[src/rtl/mmf_pkg.sv]
`timescale 1ns / 1ps
// ----------------------------------------------------------------------------
// mmf_pkg: shared types and constants of the multiword modular fold
// Port field widths, configuration register indexes and the control word
// that drives the shared multiply-accumulate unit.
// ----------------------------------------------------------------------------
package mmf_pkg;

  // Width of every word field on the ports
  localparam int unsigned WORD_W = 64;

  // Configuration register index
  localparam int unsigned CFG_IDX_W = 1;

  typedef enum logic [CFG_IDX_W-1:0] {
    CFG_COEFF_FIRST  = 1'b0,
    CFG_COEFF_SECOND = 1'b1
  } cfg_reg_e;

  // Shift code of a partial product: 0, one half or two halves
  localparam int unsigned SHF_W = 2;

  typedef struct packed {
    logic             issue;  // start one partial product
    logic             load;   // overwrite the accumulator
    logic [SHF_W-1:0] shf;    // half-word shift of the partial product
  } mac_ctrl_t;

endpackage

[src/rtl/mmf_stream_if.sv]
`timescale 1ns / 1ps
// ----------------------------------------------------------------------------
// mmf_stream_if: valid/ready channels of the multiword modular fold
// One channel for the incoming words, one for the folded results.
// ----------------------------------------------------------------------------
interface mmf_in_if;
  logic                       valid;
  logic                       ready;
  logic [mmf_pkg::WORD_W-1:0] word_in;
  logic                       first_word;
  logic                       last_word;

  modport source (output valid, output word_in, output first_word, output last_word,
                  input ready);
  modport sink   (input valid, input word_in, input first_word, input last_word,
                  output ready);
endinterface

interface mmf_out_if;
  logic                       valid;
  logic                       ready;
  logic [mmf_pkg::WORD_W-1:0] rem_low;
  logic [mmf_pkg::WORD_W-1:0] rem_high;
  logic                       short_error;

  modport source (output valid, output rem_low, output rem_high, output short_error,
                  input ready);
  modport sink   (input valid, input rem_low, input rem_high, input short_error,
                  output ready);
endinterface

[src/rtl/mmf_mac.sv]
`timescale 1ns / 1ps
// ----------------------------------------------------------------------------
// mmf_mac: shared half-word multiply-accumulate unit
// Multiplies two half-word operands into a product register, then adds the
// shifted product into a double-word accumulator on the next cycle.
// ----------------------------------------------------------------------------
module mmf_mac #(
  parameter int unsigned HALF_W = 32,
  parameter int unsigned SUM_W  = 128
) (
  input  logic                clk_i,
  input  logic                rst_ni,
  input  mmf_pkg::mac_ctrl_t  ctrl_i,
  input  logic [HALF_W-1:0]   a_i,
  input  logic [HALF_W-1:0]   b_i,
  input  logic [SUM_W-1:0]    load_val_i,
  output logic [SUM_W-1:0]    sum_o
);

  logic [2*HALF_W-1:0]       prod_q;
  logic [mmf_pkg::SHF_W-1:0] shf_q;
  logic                      pv_q;
  logic [SUM_W-1:0]          sum_q;
  logic [SUM_W-1:0]          prod_ext;
  logic [SUM_W-1:0]          addend;

  // Track which cycle holds a fresh product
  always_ff @(posedge clk_i or negedge rst_ni) begin
    if (!rst_ni) begin
      pv_q <= 1'b0;
    end else begin
      pv_q <= ctrl_i.issue;
    end
  end

  // Multiply stage
  always_ff @(posedge clk_i) begin
    if (ctrl_i.issue) begin
      prod_q <= a_i * b_i;
      shf_q  <= ctrl_i.shf;
    end
  end

  // Align the product to its half-word position
  assign prod_ext = SUM_W'(prod_q);

  always_comb begin
    case (shf_q)
      2'd0:    addend = prod_ext;
      2'd1:    addend = prod_ext << HALF_W;
      default: addend = prod_ext << (2 * HALF_W);
    endcase
  end

  // Accumulate stage, wrapping at the double-word width
  always_ff @(posedge clk_i) begin
    if (ctrl_i.load) begin
      sum_q <= load_val_i;
    end else if (pv_q) begin
      sum_q <= sum_q + addend;
    end
  end

  assign sum_o = sum_q;

endmodule

[src/rtl/multiword_mod_fold.sv]
`timescale 1ns / 1ps
// ----------------------------------------------------------------------------
// multiword_mod_fold: fold a long number into a two-word congruent value
// Words arrive most significant first; the block keeps a two-word running
// value and emits one result per number on its last word.
// ----------------------------------------------------------------------------
// Timing: the first two words of a number are loaded straight into the
// running value. Every later word is accepted and then passes through eight
// half-word partial products on the single shared multiplier, a drain state
// and an update state, and no new word is taken until it is done. After the
// last word the final fold adds four more partial products, a drain state and
// the output load. A number with fewer than three words yields short_error
// with a zero remainder in place of a result.
// Load coeff_first with 2^LIMB_BITS mod d and coeff_second with
// 2^(2*LIMB_BITS) mod d, only while the block is idle.
// ----------------------------------------------------------------------------
module multiword_mod_fold #(
  parameter int unsigned LIMB_BITS = 64
) (
  input  logic                          clk_i,
  input  logic                          rst_ni,
  input  logic                          cfg_we_i,
  input  logic [mmf_pkg::CFG_IDX_W-1:0] cfg_idx_i,
  input  logic [mmf_pkg::WORD_W-1:0]    cfg_data_i,
  mmf_in_if.sink                        in_i,
  mmf_out_if.source                     out_o
);

  localparam int unsigned HALF_W = (LIMB_BITS + 1) / 2;
  localparam int unsigned SUM_W  = 2 * LIMB_BITS;

  typedef enum logic [6:0] {
    S_IDLE   = 7'b0000001,
    S_FOLD   = 7'b0000010,
    S_FDRAIN = 7'b0000100,
    S_UPD    = 7'b0001000,
    S_FINAL  = 7'b0010000,
    S_XDRAIN = 7'b0100000,
    S_EMIT   = 7'b1000000
  } state_e;

  state_e                     state_q, state_d;
  logic [2:0]                 cnt_q, cnt_d;
  logic [1:0]                 phase_q, phase_d;
  logic                       last_q, last_d;
  logic                       short_q, short_d;
  logic [LIMB_BITS-1:0]       acc_high_q, acc_high_d;
  logic [LIMB_BITS-1:0]       acc_low_q, acc_low_d;
  logic [LIMB_BITS-1:0]       cf_q, cs_q;
  logic                       out_vld_q, out_vld_d;
  logic [mmf_pkg::WORD_W-1:0] rem_low_q, rem_high_q;
  logic                       short_err_q;

  logic                       accept;
  logic                       fold;
  logic                       out_load;
  logic [LIMB_BITS-1:0]       w;
  logic [LIMB_BITS-1:0]       opa, opb;
  logic [HALF_W-1:0]          a_half, b_half;
  logic [SUM_W-1:0]           load_val;
  logic [SUM_W-1:0]           sum;
  mmf_pkg::mac_ctrl_t         ctrl;

  // Handshake
  assign in_i.ready = (state_q == S_IDLE);
  assign accept     = in_i.valid && in_i.ready;
  assign w          = in_i.word_in[LIMB_BITS-1:0];
  assign fold       = !in_i.first_word && (phase_q == 2'd2 || phase_q == 2'd3);

  // Configuration registers
  always_ff @(posedge clk_i or negedge rst_ni) begin
    if (!rst_ni) begin
      cf_q <= '0;
      cs_q <= '0;
    end else if (cfg_we_i) begin
      case (mmf_pkg::cfg_reg_e'(cfg_idx_i))
        mmf_pkg::CFG_COEFF_FIRST:  cf_q <= cfg_data_i[LIMB_BITS-1:0];
        mmf_pkg::CFG_COEFF_SECOND: cs_q <= cfg_data_i[LIMB_BITS-1:0];
        default: ;
      endcase
    end
  end

  // Pick the operands of the current partial product
  always_comb begin
    opa = '0;
    opb = '0;
    if (state_q == S_FOLD) begin
      if (cnt_q[2]) begin
        opa = acc_high_q;
        opb = cs_q;
      end else begin
        opa = acc_low_q;
        opb = cf_q;
      end
    end else if (state_q == S_FINAL) begin
      opa = acc_high_q;
      opb = cf_q;
    end
  end

  assign a_half = cnt_q[0] ? HALF_W'(opa >> HALF_W) : opa[HALF_W-1:0];
  assign b_half = cnt_q[1] ? HALF_W'(opb >> HALF_W) : opb[HALF_W-1:0];

  // Sequencer
  always_comb begin
    state_d    = state_q;
    cnt_d      = cnt_q;
    phase_d    = phase_q;
    last_d     = last_q;
    short_d    = short_q;
    acc_high_d = acc_high_q;
    acc_low_d  = acc_low_q;
    ctrl       = '0;
    ctrl.shf   = mmf_pkg::SHF_W'(cnt_q[0]) + mmf_pkg::SHF_W'(cnt_q[1]);
    load_val   = '0;
    out_load   = 1'b0;
    case (state_q)
      S_IDLE: begin
        if (accept) begin
          last_d  = in_i.last_word;
          short_d = 1'b0;
          if (fold) begin
            // seed the accumulator with the incoming word
            ctrl.load = 1'b1;
            load_val  = SUM_W'(w);
            phase_d   = 2'd3;
            cnt_d     = '0;
            state_d   = S_FOLD;
          end else begin
            if (in_i.first_word || phase_q == 2'd0) begin
              acc_high_d = w;
              acc_low_d  = '0;
              phase_d    = 2'd1;
            end else begin
              acc_low_d = w;
              phase_d   = 2'd2;
            end
            if (in_i.last_word) begin
              // number too short: drop it and flag the error
              short_d    = 1'b1;
              acc_high_d = '0;
              acc_low_d  = '0;
              phase_d    = 2'd0;
              state_d    = S_EMIT;
            end
          end
        end
      end
      S_FOLD: begin
        ctrl.issue = 1'b1;
        cnt_d      = cnt_q + 3'd1;
        if (cnt_q == 3'd7) begin
          state_d = S_FDRAIN;
        end
      end
      S_FDRAIN: begin
        state_d = S_UPD;
      end
      S_UPD: begin
        acc_high_d = sum[SUM_W-1:LIMB_BITS];
        acc_low_d  = sum[LIMB_BITS-1:0];
        if (last_q) begin
          // final fold starts from the new low word
          ctrl.load = 1'b1;
          load_val  = SUM_W'(sum[LIMB_BITS-1:0]);
          cnt_d     = '0;
          state_d   = S_FINAL;
        end else begin
          state_d = S_IDLE;
        end
      end
      S_FINAL: begin
        ctrl.issue = 1'b1;
        cnt_d      = cnt_q + 3'd1;
        if (cnt_q[1:0] == 2'd3) begin
          state_d = S_XDRAIN;
        end
      end
      S_XDRAIN: begin
        state_d = S_EMIT;
      end
      S_EMIT: begin
        if (!out_vld_q || out_o.ready) begin
          out_load   = 1'b1;
          acc_high_d = '0;
          acc_low_d  = '0;
          phase_d    = 2'd0;
          state_d    = S_IDLE;
        end
      end
      default: begin
        state_d = S_IDLE;
      end
    endcase
  end

  always_ff @(posedge clk_i or negedge rst_ni) begin
    if (!rst_ni) begin
      state_q    <= S_IDLE;
      cnt_q      <= '0;
      phase_q    <= '0;
      last_q     <= 1'b0;
      short_q    <= 1'b0;
      acc_high_q <= '0;
      acc_low_q  <= '0;
    end else begin
      state_q    <= state_d;
      cnt_q      <= cnt_d;
      phase_q    <= phase_d;
      last_q     <= last_d;
      short_q    <= short_d;
      acc_high_q <= acc_high_d;
      acc_low_q  <= acc_low_d;
    end
  end

  // Shared multiply-accumulate unit
  mmf_mac #(
    .HALF_W (HALF_W),
    .SUM_W  (SUM_W)
  ) u_mac (
    .clk_i      (clk_i),
    .rst_ni     (rst_ni),
    .ctrl_i     (ctrl),
    .a_i        (a_half),
    .b_i        (b_half),
    .load_val_i (load_val),
    .sum_o      (sum)
  );

  // Output register: hold a beat until it is taken
  always_comb begin
    out_vld_d = out_vld_q;
    if (out_load) begin
      out_vld_d = 1'b1;
    end else if (out_o.ready) begin
      out_vld_d = 1'b0;
    end
  end

  always_ff @(posedge clk_i or negedge rst_ni) begin
    if (!rst_ni) begin
      out_vld_q <= 1'b0;
    end else begin
      out_vld_q <= out_vld_d;
    end
  end

  always_ff @(posedge clk_i) begin
    if (out_load) begin
      rem_low_q   <= short_q ? '0 : mmf_pkg::WORD_W'(sum[LIMB_BITS-1:0]);
      rem_high_q  <= short_q ? '0 : mmf_pkg::WORD_W'(sum[SUM_W-1:LIMB_BITS]);
      short_err_q <= short_q;
    end
  end

  assign out_o.valid       = out_vld_q;
  assign out_o.rem_low     = rem_low_q;
  assign out_o.rem_high    = rem_high_q;
  assign out_o.short_error = short_err_q;

  // Checks
  a_emit_from_emit: assert property (@(posedge clk_i) disable iff (!rst_ni)
    $rose(out_vld_q) |-> $past(state_q == S_EMIT))
    else $error("result beat raised outside the emit state");

  a_short_zero: assert property (@(posedge clk_i) disable iff (!rst_ni)
    (out_o.valid && out_o.short_error) |-> (out_o.rem_low == '0 && out_o.rem_high == '0))
    else $error("short number beat carries a nonzero remainder");

  a_final_phase: assert property (@(posedge clk_i) disable iff (!rst_ni)
    (state_q == S_FINAL || state_q == S_FOLD) |-> (phase_q == 2'd3))
    else $error("fold running with fewer than three words taken");

  a_final_last: assert property (@(posedge clk_i) disable iff (!rst_ni)
    (state_q == S_FINAL) |-> (last_q && !short_q))
    else $error("final fold started without a last word");

endmodule
[src/flat_wrapper.sv]
// flat-port wrapper written by rule: the top's interface ports become plain ports
module multiword_mod_fold_flat 
#(
  parameter int unsigned LIMB_BITS = 64
)
  (clk_i, rst_ni, cfg_we_i, cfg_idx_i, cfg_data_i, in_i_valid, in_i_word_in, in_i_first_word, in_i_last_word, in_i_ready, out_o_valid, out_o_rem_low, out_o_rem_high, out_o_short_error, out_o_ready);
  mmf_in_if in_i_i ();
  mmf_out_if out_o_i ();
  input  logic clk_i;
  input  logic rst_ni;
  input  logic cfg_we_i;
  input  logic [mmf_pkg::CFG_IDX_W-1:0] cfg_idx_i;
  input  logic [mmf_pkg::WORD_W-1:0] cfg_data_i;
  input wire logic [$bits(in_i_i.valid)-1:0] in_i_valid;
  input wire logic [$bits(in_i_i.word_in)-1:0] in_i_word_in;
  input wire logic [$bits(in_i_i.first_word)-1:0] in_i_first_word;
  input wire logic [$bits(in_i_i.last_word)-1:0] in_i_last_word;
  output wire logic [$bits(in_i_i.ready)-1:0] in_i_ready;
  output wire logic [$bits(out_o_i.valid)-1:0] out_o_valid;
  output wire logic [$bits(out_o_i.rem_low)-1:0] out_o_rem_low;
  output wire logic [$bits(out_o_i.rem_high)-1:0] out_o_rem_high;
  output wire logic [$bits(out_o_i.short_error)-1:0] out_o_short_error;
  input wire logic [$bits(out_o_i.ready)-1:0] out_o_ready;
  assign in_i_i.valid = in_i_valid;
  assign in_i_i.word_in = in_i_word_in;
  assign in_i_i.first_word = in_i_first_word;
  assign in_i_i.last_word = in_i_last_word;
  assign in_i_ready = in_i_i.ready;
  assign out_o_valid = out_o_i.valid;
  assign out_o_rem_low = out_o_i.rem_low;
  assign out_o_rem_high = out_o_i.rem_high;
  assign out_o_short_error = out_o_i.short_error;
  assign out_o_i.ready = out_o_ready;
  multiword_mod_fold #(.LIMB_BITS(LIMB_BITS)) u_core (.clk_i(clk_i), .rst_ni(rst_ni), .cfg_we_i(cfg_we_i), .cfg_idx_i(cfg_idx_i), .cfg_data_i(cfg_data_i), .in_i(in_i_i), .out_o(out_o_i));
endmodule
[config.mk]
export PLATFORM = sky130hd
export DESIGN_NAME = multiword_mod_fold_flat
export DESIGN_NICKNAME = d
export VERILOG_FILES = /design/src/rtl/mmf_pkg.sv /design/src/rtl/mmf_stream_if.sv /design/src/rtl/mmf_mac.sv /design/src/rtl/multiword_mod_fold.sv /design/src/flat_wrapper.sv
export SDC_FILE = /design/constraint.sdc
export NUM_CORES = 2
export LEC_CHECK = 0
export BUFFER_PORTS_ARGS = -buffer_cell sky130_fd_sc_hd__buf_2
export CAP_MARGIN = 25
export CORE_ASPECT_RATIO = 1.4
export CORE_MARGIN = 5
export CORE_UTILIZATION = 30
export CTS_CLUSTER_DIAMETER = 120
export CTS_CLUSTER_SIZE = 10
export DETAILED_ROUTE_END_ITERATION = 6
export MAX_ROUTING_LAYER = met4
export PLACE_DENSITY = 0.45
export SYNTH_ARGS = -nofsm -noshare
export SYNTH_HDL_FRONTEND = slang
export SYNTH_SLANG_ARGS = --single-unit
[constraint.sdc]
create_clock -name clk_i -period 13.8 [get_ports clk_i]
set_clock_uncertainty 0.15 [all_clocks]
set_input_delay 2.07 -clock clk_i [delete_from_list [all_inputs] [get_ports clk_i]]
set_output_delay 2.07 -clock clk_i [all_outputs]
set_load 0.01 [all_outputs]
==> run_summary.xml <==
<?xml version="1.0" encoding="UTF-8"?>
<metrics>
  <group name="status">
    <metric name="run_status" unit="">completed</metric>
  </group>
  <group name="sta">
    <metric name="slew_headroom" unit="%">26.5</metric>
    <metric name="grt_setup_unrepaired" unit="">no</metric>
    <metric name="timing.final.max_slew_violations" unit="">0</metric>
    <metric name="post-route-period-util" unit="%">88.4</metric>
    <metric name="min_period" unit="ns">12.20</metric>
    <metric name="worst_pin_slew" unit="ns">1.10</metric>
    <metric name="finalSetupTns" unit="ns">0</metric>
    <metric name="final_hold_viol_count" unit="">0</metric>
    <metric name="achievable-frequency" unit="MHz">81.9</metric>
    <metric name="final.hold.worst_slack" unit="ns">0.330</metric>
    <metric name="timing.final.setup_violations" unit="">0</metric>
  </group>
  <group name="pwr">
    <metric name="irDropWorstVdd" unit="uV">87.2</metric>
    <metric name="register_share_of_total_power" unit="%">44.1</metric>
    <metric name="clock_power_share" unit="%">33.4</metric>
    <metric name="power_switching_share" unit="%">35.5</metric>
    <metric name="total_leakage_power" unit="nW">31.7</metric>
    <metric name="p_switching" unit="mW">1.98</metric>
    <metric name="post-layout-total-power" unit="mW">5.59</metric>
    <metric name="power-per-cell-area" unit="nW/um^2">75.8</metric>
    <metric name="p_int" unit="mW">3.60</metric>
    <metric name="comb_power_share" unit="%">22.5</metric>
  </group>
  <group name="floorplan">
    <metric name="die-width" unit="microns">408</metric>
    <metric name="die_h" unit="microns">567</metric>
    <metric name="boundaryPins" unit="">267</metric>
    <metric name="initial_core_util" unit="%">30.1</metric>
    <metric name="placement_rows" unit="">204</metric>
    <metric name="core_area" unit="sq um">221000</metric>
    <metric name="dieArea" unit="sq um">231000</metric>
  </group>
  <group name="synthesis">
    <metric name="synth_edf_count" unit="">323</metric>
    <metric name="synth_area_leader_cell" unit="">sky130_fd_sc_hd__fa_1</metric>
    <metric name="register_area_share_after_synthesis" unit="%">24.8</metric>
    <metric name="ff_latch_count_synth" unit="">595</metric>
    <metric name="synth_flop_cell" unit="">sky130_fd_sc_hd__edfxtp_1</metric>
    <metric name="ys_types" unit="">81</metric>
    <metric name="synth_largest_type_area_fraction" unit="%">27.0</metric>
    <metric name="avgSynthCellArea" unit="sq um">9.30</metric>
    <metric name="syn_inst" unit="">7149</metric>
    <metric name="synth.area.top_cells" unit="">sky130_fd_sc_hd__fa_1, sky130_fd_sc_hd__edfxtp_1, sky130_fd_sc_hd__dfrtp_1, sky130_fd_sc_hd__ha_1, sky130_fd_sc_hd__inv_1</metric>
    <metric name="synth_area" unit="sq um">66500</metric>
    <metric name="async_reset_ff_share" unit="%">45.7</metric>
    <metric name="synthesis.yosys.warnings" unit="">0</metric>
    <metric name="syn_nets" unit="">8574</metric>
  </group>
  <group name="critical_path">
    <metric name="cpMostUsedCell" unit="">sky130_fd_sc_hd__fa_1</metric>
    <metric name="critical_path_required" unit="ns">14.11</metric>
    <metric name="worstPathArrival" unit="ns">12.51</metric>
    <metric name="endpoint_kind" unit="">flop</metric>
    <metric name="worst_path_largest_cell_delay" unit="ns">0.79</metric>
    <metric name="r2r_setup_slack" unit="ns">1.60</metric>
    <metric name="crit_path_max_fanout" unit="">20</metric>
    <metric name="slowest_stage_cell_crit_path" unit="">sky130_fd_sc_hd__nor2_4</metric>
    <metric name="worst_setup_path_start_kind" unit="">flop</metric>
    <metric name="critical_path_class" unit="">flop to flop</metric>
  </group>
  <group name="clocking">
    <metric name="cts_post_setup_buffers_inserted" unit="">0</metric>
    <metric name="worst_setup_hold_path_clk_slew" unit="ns">0.06</metric>
    <metric name="cts_tree" unit="">yes</metric>
    <metric name="cts_hold_buffers" unit="">0</metric>
    <metric name="tritoncts.num_buffers" unit="">71</metric>
    <metric name="clock-sinks" unit="">595</metric>
    <metric name="clk_lat_worst_skew" unit="ns">0.73</metric>
    <metric name="post_cts.resized_instances" unit="">0</metric>
    <metric name="cts_max_level" unit="">3</metric>
    <metric name="cts_buffer_depth" unit="">3</metric>
    <metric name="cts_root_buf" unit="">sky130_fd_sc_hd__clkbuf_16</metric>
  </group>
  <group name="layout">
    <metric name="nNetsFinal" unit="">8653</metric>
    <metric name="fillerInstances" unit="">23000</metric>
    <metric name="final_layout_size_suffix_gt1_share" unit="%">10.1</metric>
    <metric name="fin_cells" unit="">10200</metric>
    <metric name="area_delta_synth_final" unit="%">10.9</metric>
    <metric name="final_core_util" unit="%">33.4</metric>
  </group>
  <group name="global_route">
    <metric name="grt_first_pass_wirelength" unit="microns">420000</metric>
    <metric name="grt_start_max_net_pins" unit="">105</metric>
    <metric name="grt.total_usage" unit="%">25.8</metric>
    <metric name="gr-total-overflow" unit="">0</metric>
    <metric name="grt_antenna_before_repair" unit="">25</metric>
    <metric name="grt_pass1_vias" unit="">57600</metric>
  </group>
  <group name="placed_design">
    <metric name="placement.io_buffers" unit="">266</metric>
    <metric name="dpl.cell_count" unit="">10000</metric>
    <metric name="hpwl" unit="microns">242000</metric>
    <metric name="place_congestion" unit="">0.990</metric>
  </group>
  <group name="routing">
    <metric name="drt.antenna.violating_nets" unit="">0</metric>
    <metric name="totalWireLength" unit="microns">295000</metric>
    <metric name="first_iter_violations" unit="">4185</metric>
    <metric name="dr.pass1.iters" unit="">6</metric>
    <metric name="route.detailed.wl_per_inst" unit="microns">29.0</metric>
    <metric name="route.detailed.drc" unit="">0</metric>
    <metric name="viasPerCell" unit="">5.32</metric>
    <metric name="vias" unit="">54100</metric>
  </group>
  <group name="flow_run">
    <metric name="maxCapViolations" unit="">0</metric>
  </group>
  <group name="min_path">
    <metric name="holdCritPathClass" unit="">flop to flop</metric>
  </group>
</metrics>
[final timing paths]
check / to / cells after the start / start
max: u_core.u_mac.prod_q[60] / 31 / u_core.state_q[5]
max in group asynchronous: u_core.short_q / 3 / rst_ni
min in group asynchronous: u_core.cs_q[5] / 1 / rst_ni
max reg2reg: u_core.u_mac.prod_q[60] / 31 / u_core.state_q[5]
min reg2reg: u_core.acc_high_q[18] / 2 / u_core.acc_high_q[18]
min: u_core.acc_high_q[18] / 2 / u_core.acc_high_q[18]
[layer usage]
metal	vias to the layer above	track usage, %	wire, microns
met5	-	-	0
met4	0	15.4	22400
met3	620	3.48	17100
met2	2166	42.9	142000
met1	27900	29.9	113000
li1	23500	-	-
[synthesized netlist by cell type, drive strengths merged, types with 60 or more instances]
cell type and instances:
a22oi 129, xor2 68, xnor2 105, edfxtp 323, a21o 85, mux2 130, dfrtp 271, ha 392
nor2 842, mux2i 161, buf 60, o21ai 375, clkbuf 362, and2 87, fa 897, a21oi 269
nor2b 173, nand4 80, nand2 847, inv 932
[cell families (layout without fill, tap and decap cells)]
logic type / Yosys count / in the layout / share of synthesized area (%)
AOI/OAI and AO/OA: 1222 / 1222 / 11.6
adders and majority gates: 1289 / 1289 / 34.4
other: 0 / 15 / 0
xor gates and xnor gates: 173 / 173 / 2.28
buffers and inverters: 1354 / 1484 / 7.72
and+or+nand+nor: 2224 / 2224 / 14.5
muxes: 292 / 292 / 4.66
DFF: 595 / 595 / 24.8
[through the flow]
| stage | setup slack (ns) | instance area [sq um] |
|---|---|---|
| finish | 1.60 | 73700 |
| global route | 1.27 | 73700 |
| CTS | 1.52 | 73600 |
| detailed placement | 1.51 | 71400 |
| global placement | 1.54 | 71300 |
| floorplan | 2.30 | 66500 |
[placed cells by master, fill, tap and decap left out, drive strengths merged, types with 32 or more instances in the layout]
cell / instances
a21o: 85
a21oi: 269
a22o: 38
a22oi: 129
and2: 87
buf: 428
clkbuf: 112
dfrtp: 271
edfxtp: 323
fa: 897
ha: 392
inv: 935
mux2: 130
mux2i: 161
nand2: 847
nand3: 49
nand4: 80
nor2: 842
nor2b: 173
nor3: 44
o21a: 57
o21ai: 375
o21bai: 59
o22a: 32
o22ai: 34
xnor2: 105
xor2: 68
[power by group through the flow]
stage,registers (mW),logic [mW],clock network (mW)
detailed placement,2.49,1.25,0
global route,2.49,1.38,1.98
CTS,2.46,1.26,1.93
finish,2.46,1.26,1.87
floorplan,2.42,0.727,0
global placement,2.50,1.23,0
[final cells by class]
| type | instances | area (sq um) | area share [%] |
|---|---|---|---|
| Antenna cell | 15 | 37.5 | 0.0509 |
| Clock buffer | 112 | 1930 | 2.62 |
| Clock inverter | 12 | 230 | 0.312 |
| Inverter | 932 | 3500 | 4.75 |
| Multi-Input combinational cell | 5200 | 45200 | 61.3 |
| Sequential cell | 595 | 16500 | 22.4 |
| Tap cell | 2884 | 3610 | 4.90 |
| Timing Repair Buffer | 428 | 2670 | 3.62 |
[flip-flops by register name, summed over array words and instances (netlist names)]
register / flops
u_core.acc_low_q: 64
u_core.cs_q: 64
u_core.last_q: 1
u_core.out_o.short_error: 1
u_core.short_q: 1
u_core.cnt_q: 3
u_core.cf_q: 64
u_core.out_o.rem_high: 64
u_core.out_o.rem_low: 64
u_core.acc_high_q: 64
u_core.phase_q: 2
u_core.u_mac.pv_q: 1
u_core.out_o.valid: 1
u_core.state_q: 7
u_core.u_mac.shf_q: 2
u_core.u_mac.sum_o: 128
u_core.u_mac.prod_q: 64
[worst max-delay path: cells and delay by family, from the launching register on]
kind | cells | cell delay (ns)
compound gates | 7 | 2.39
xor+xnor | 1 | 0.09
fa+ha+maj | 9 | 4.66
buf+inv | 4 | 0.99
flops | 1 | 0.41
mux | 1 | 0.68
simple gates | 9 | 2.48
Power figures use the tool's default switching activity.
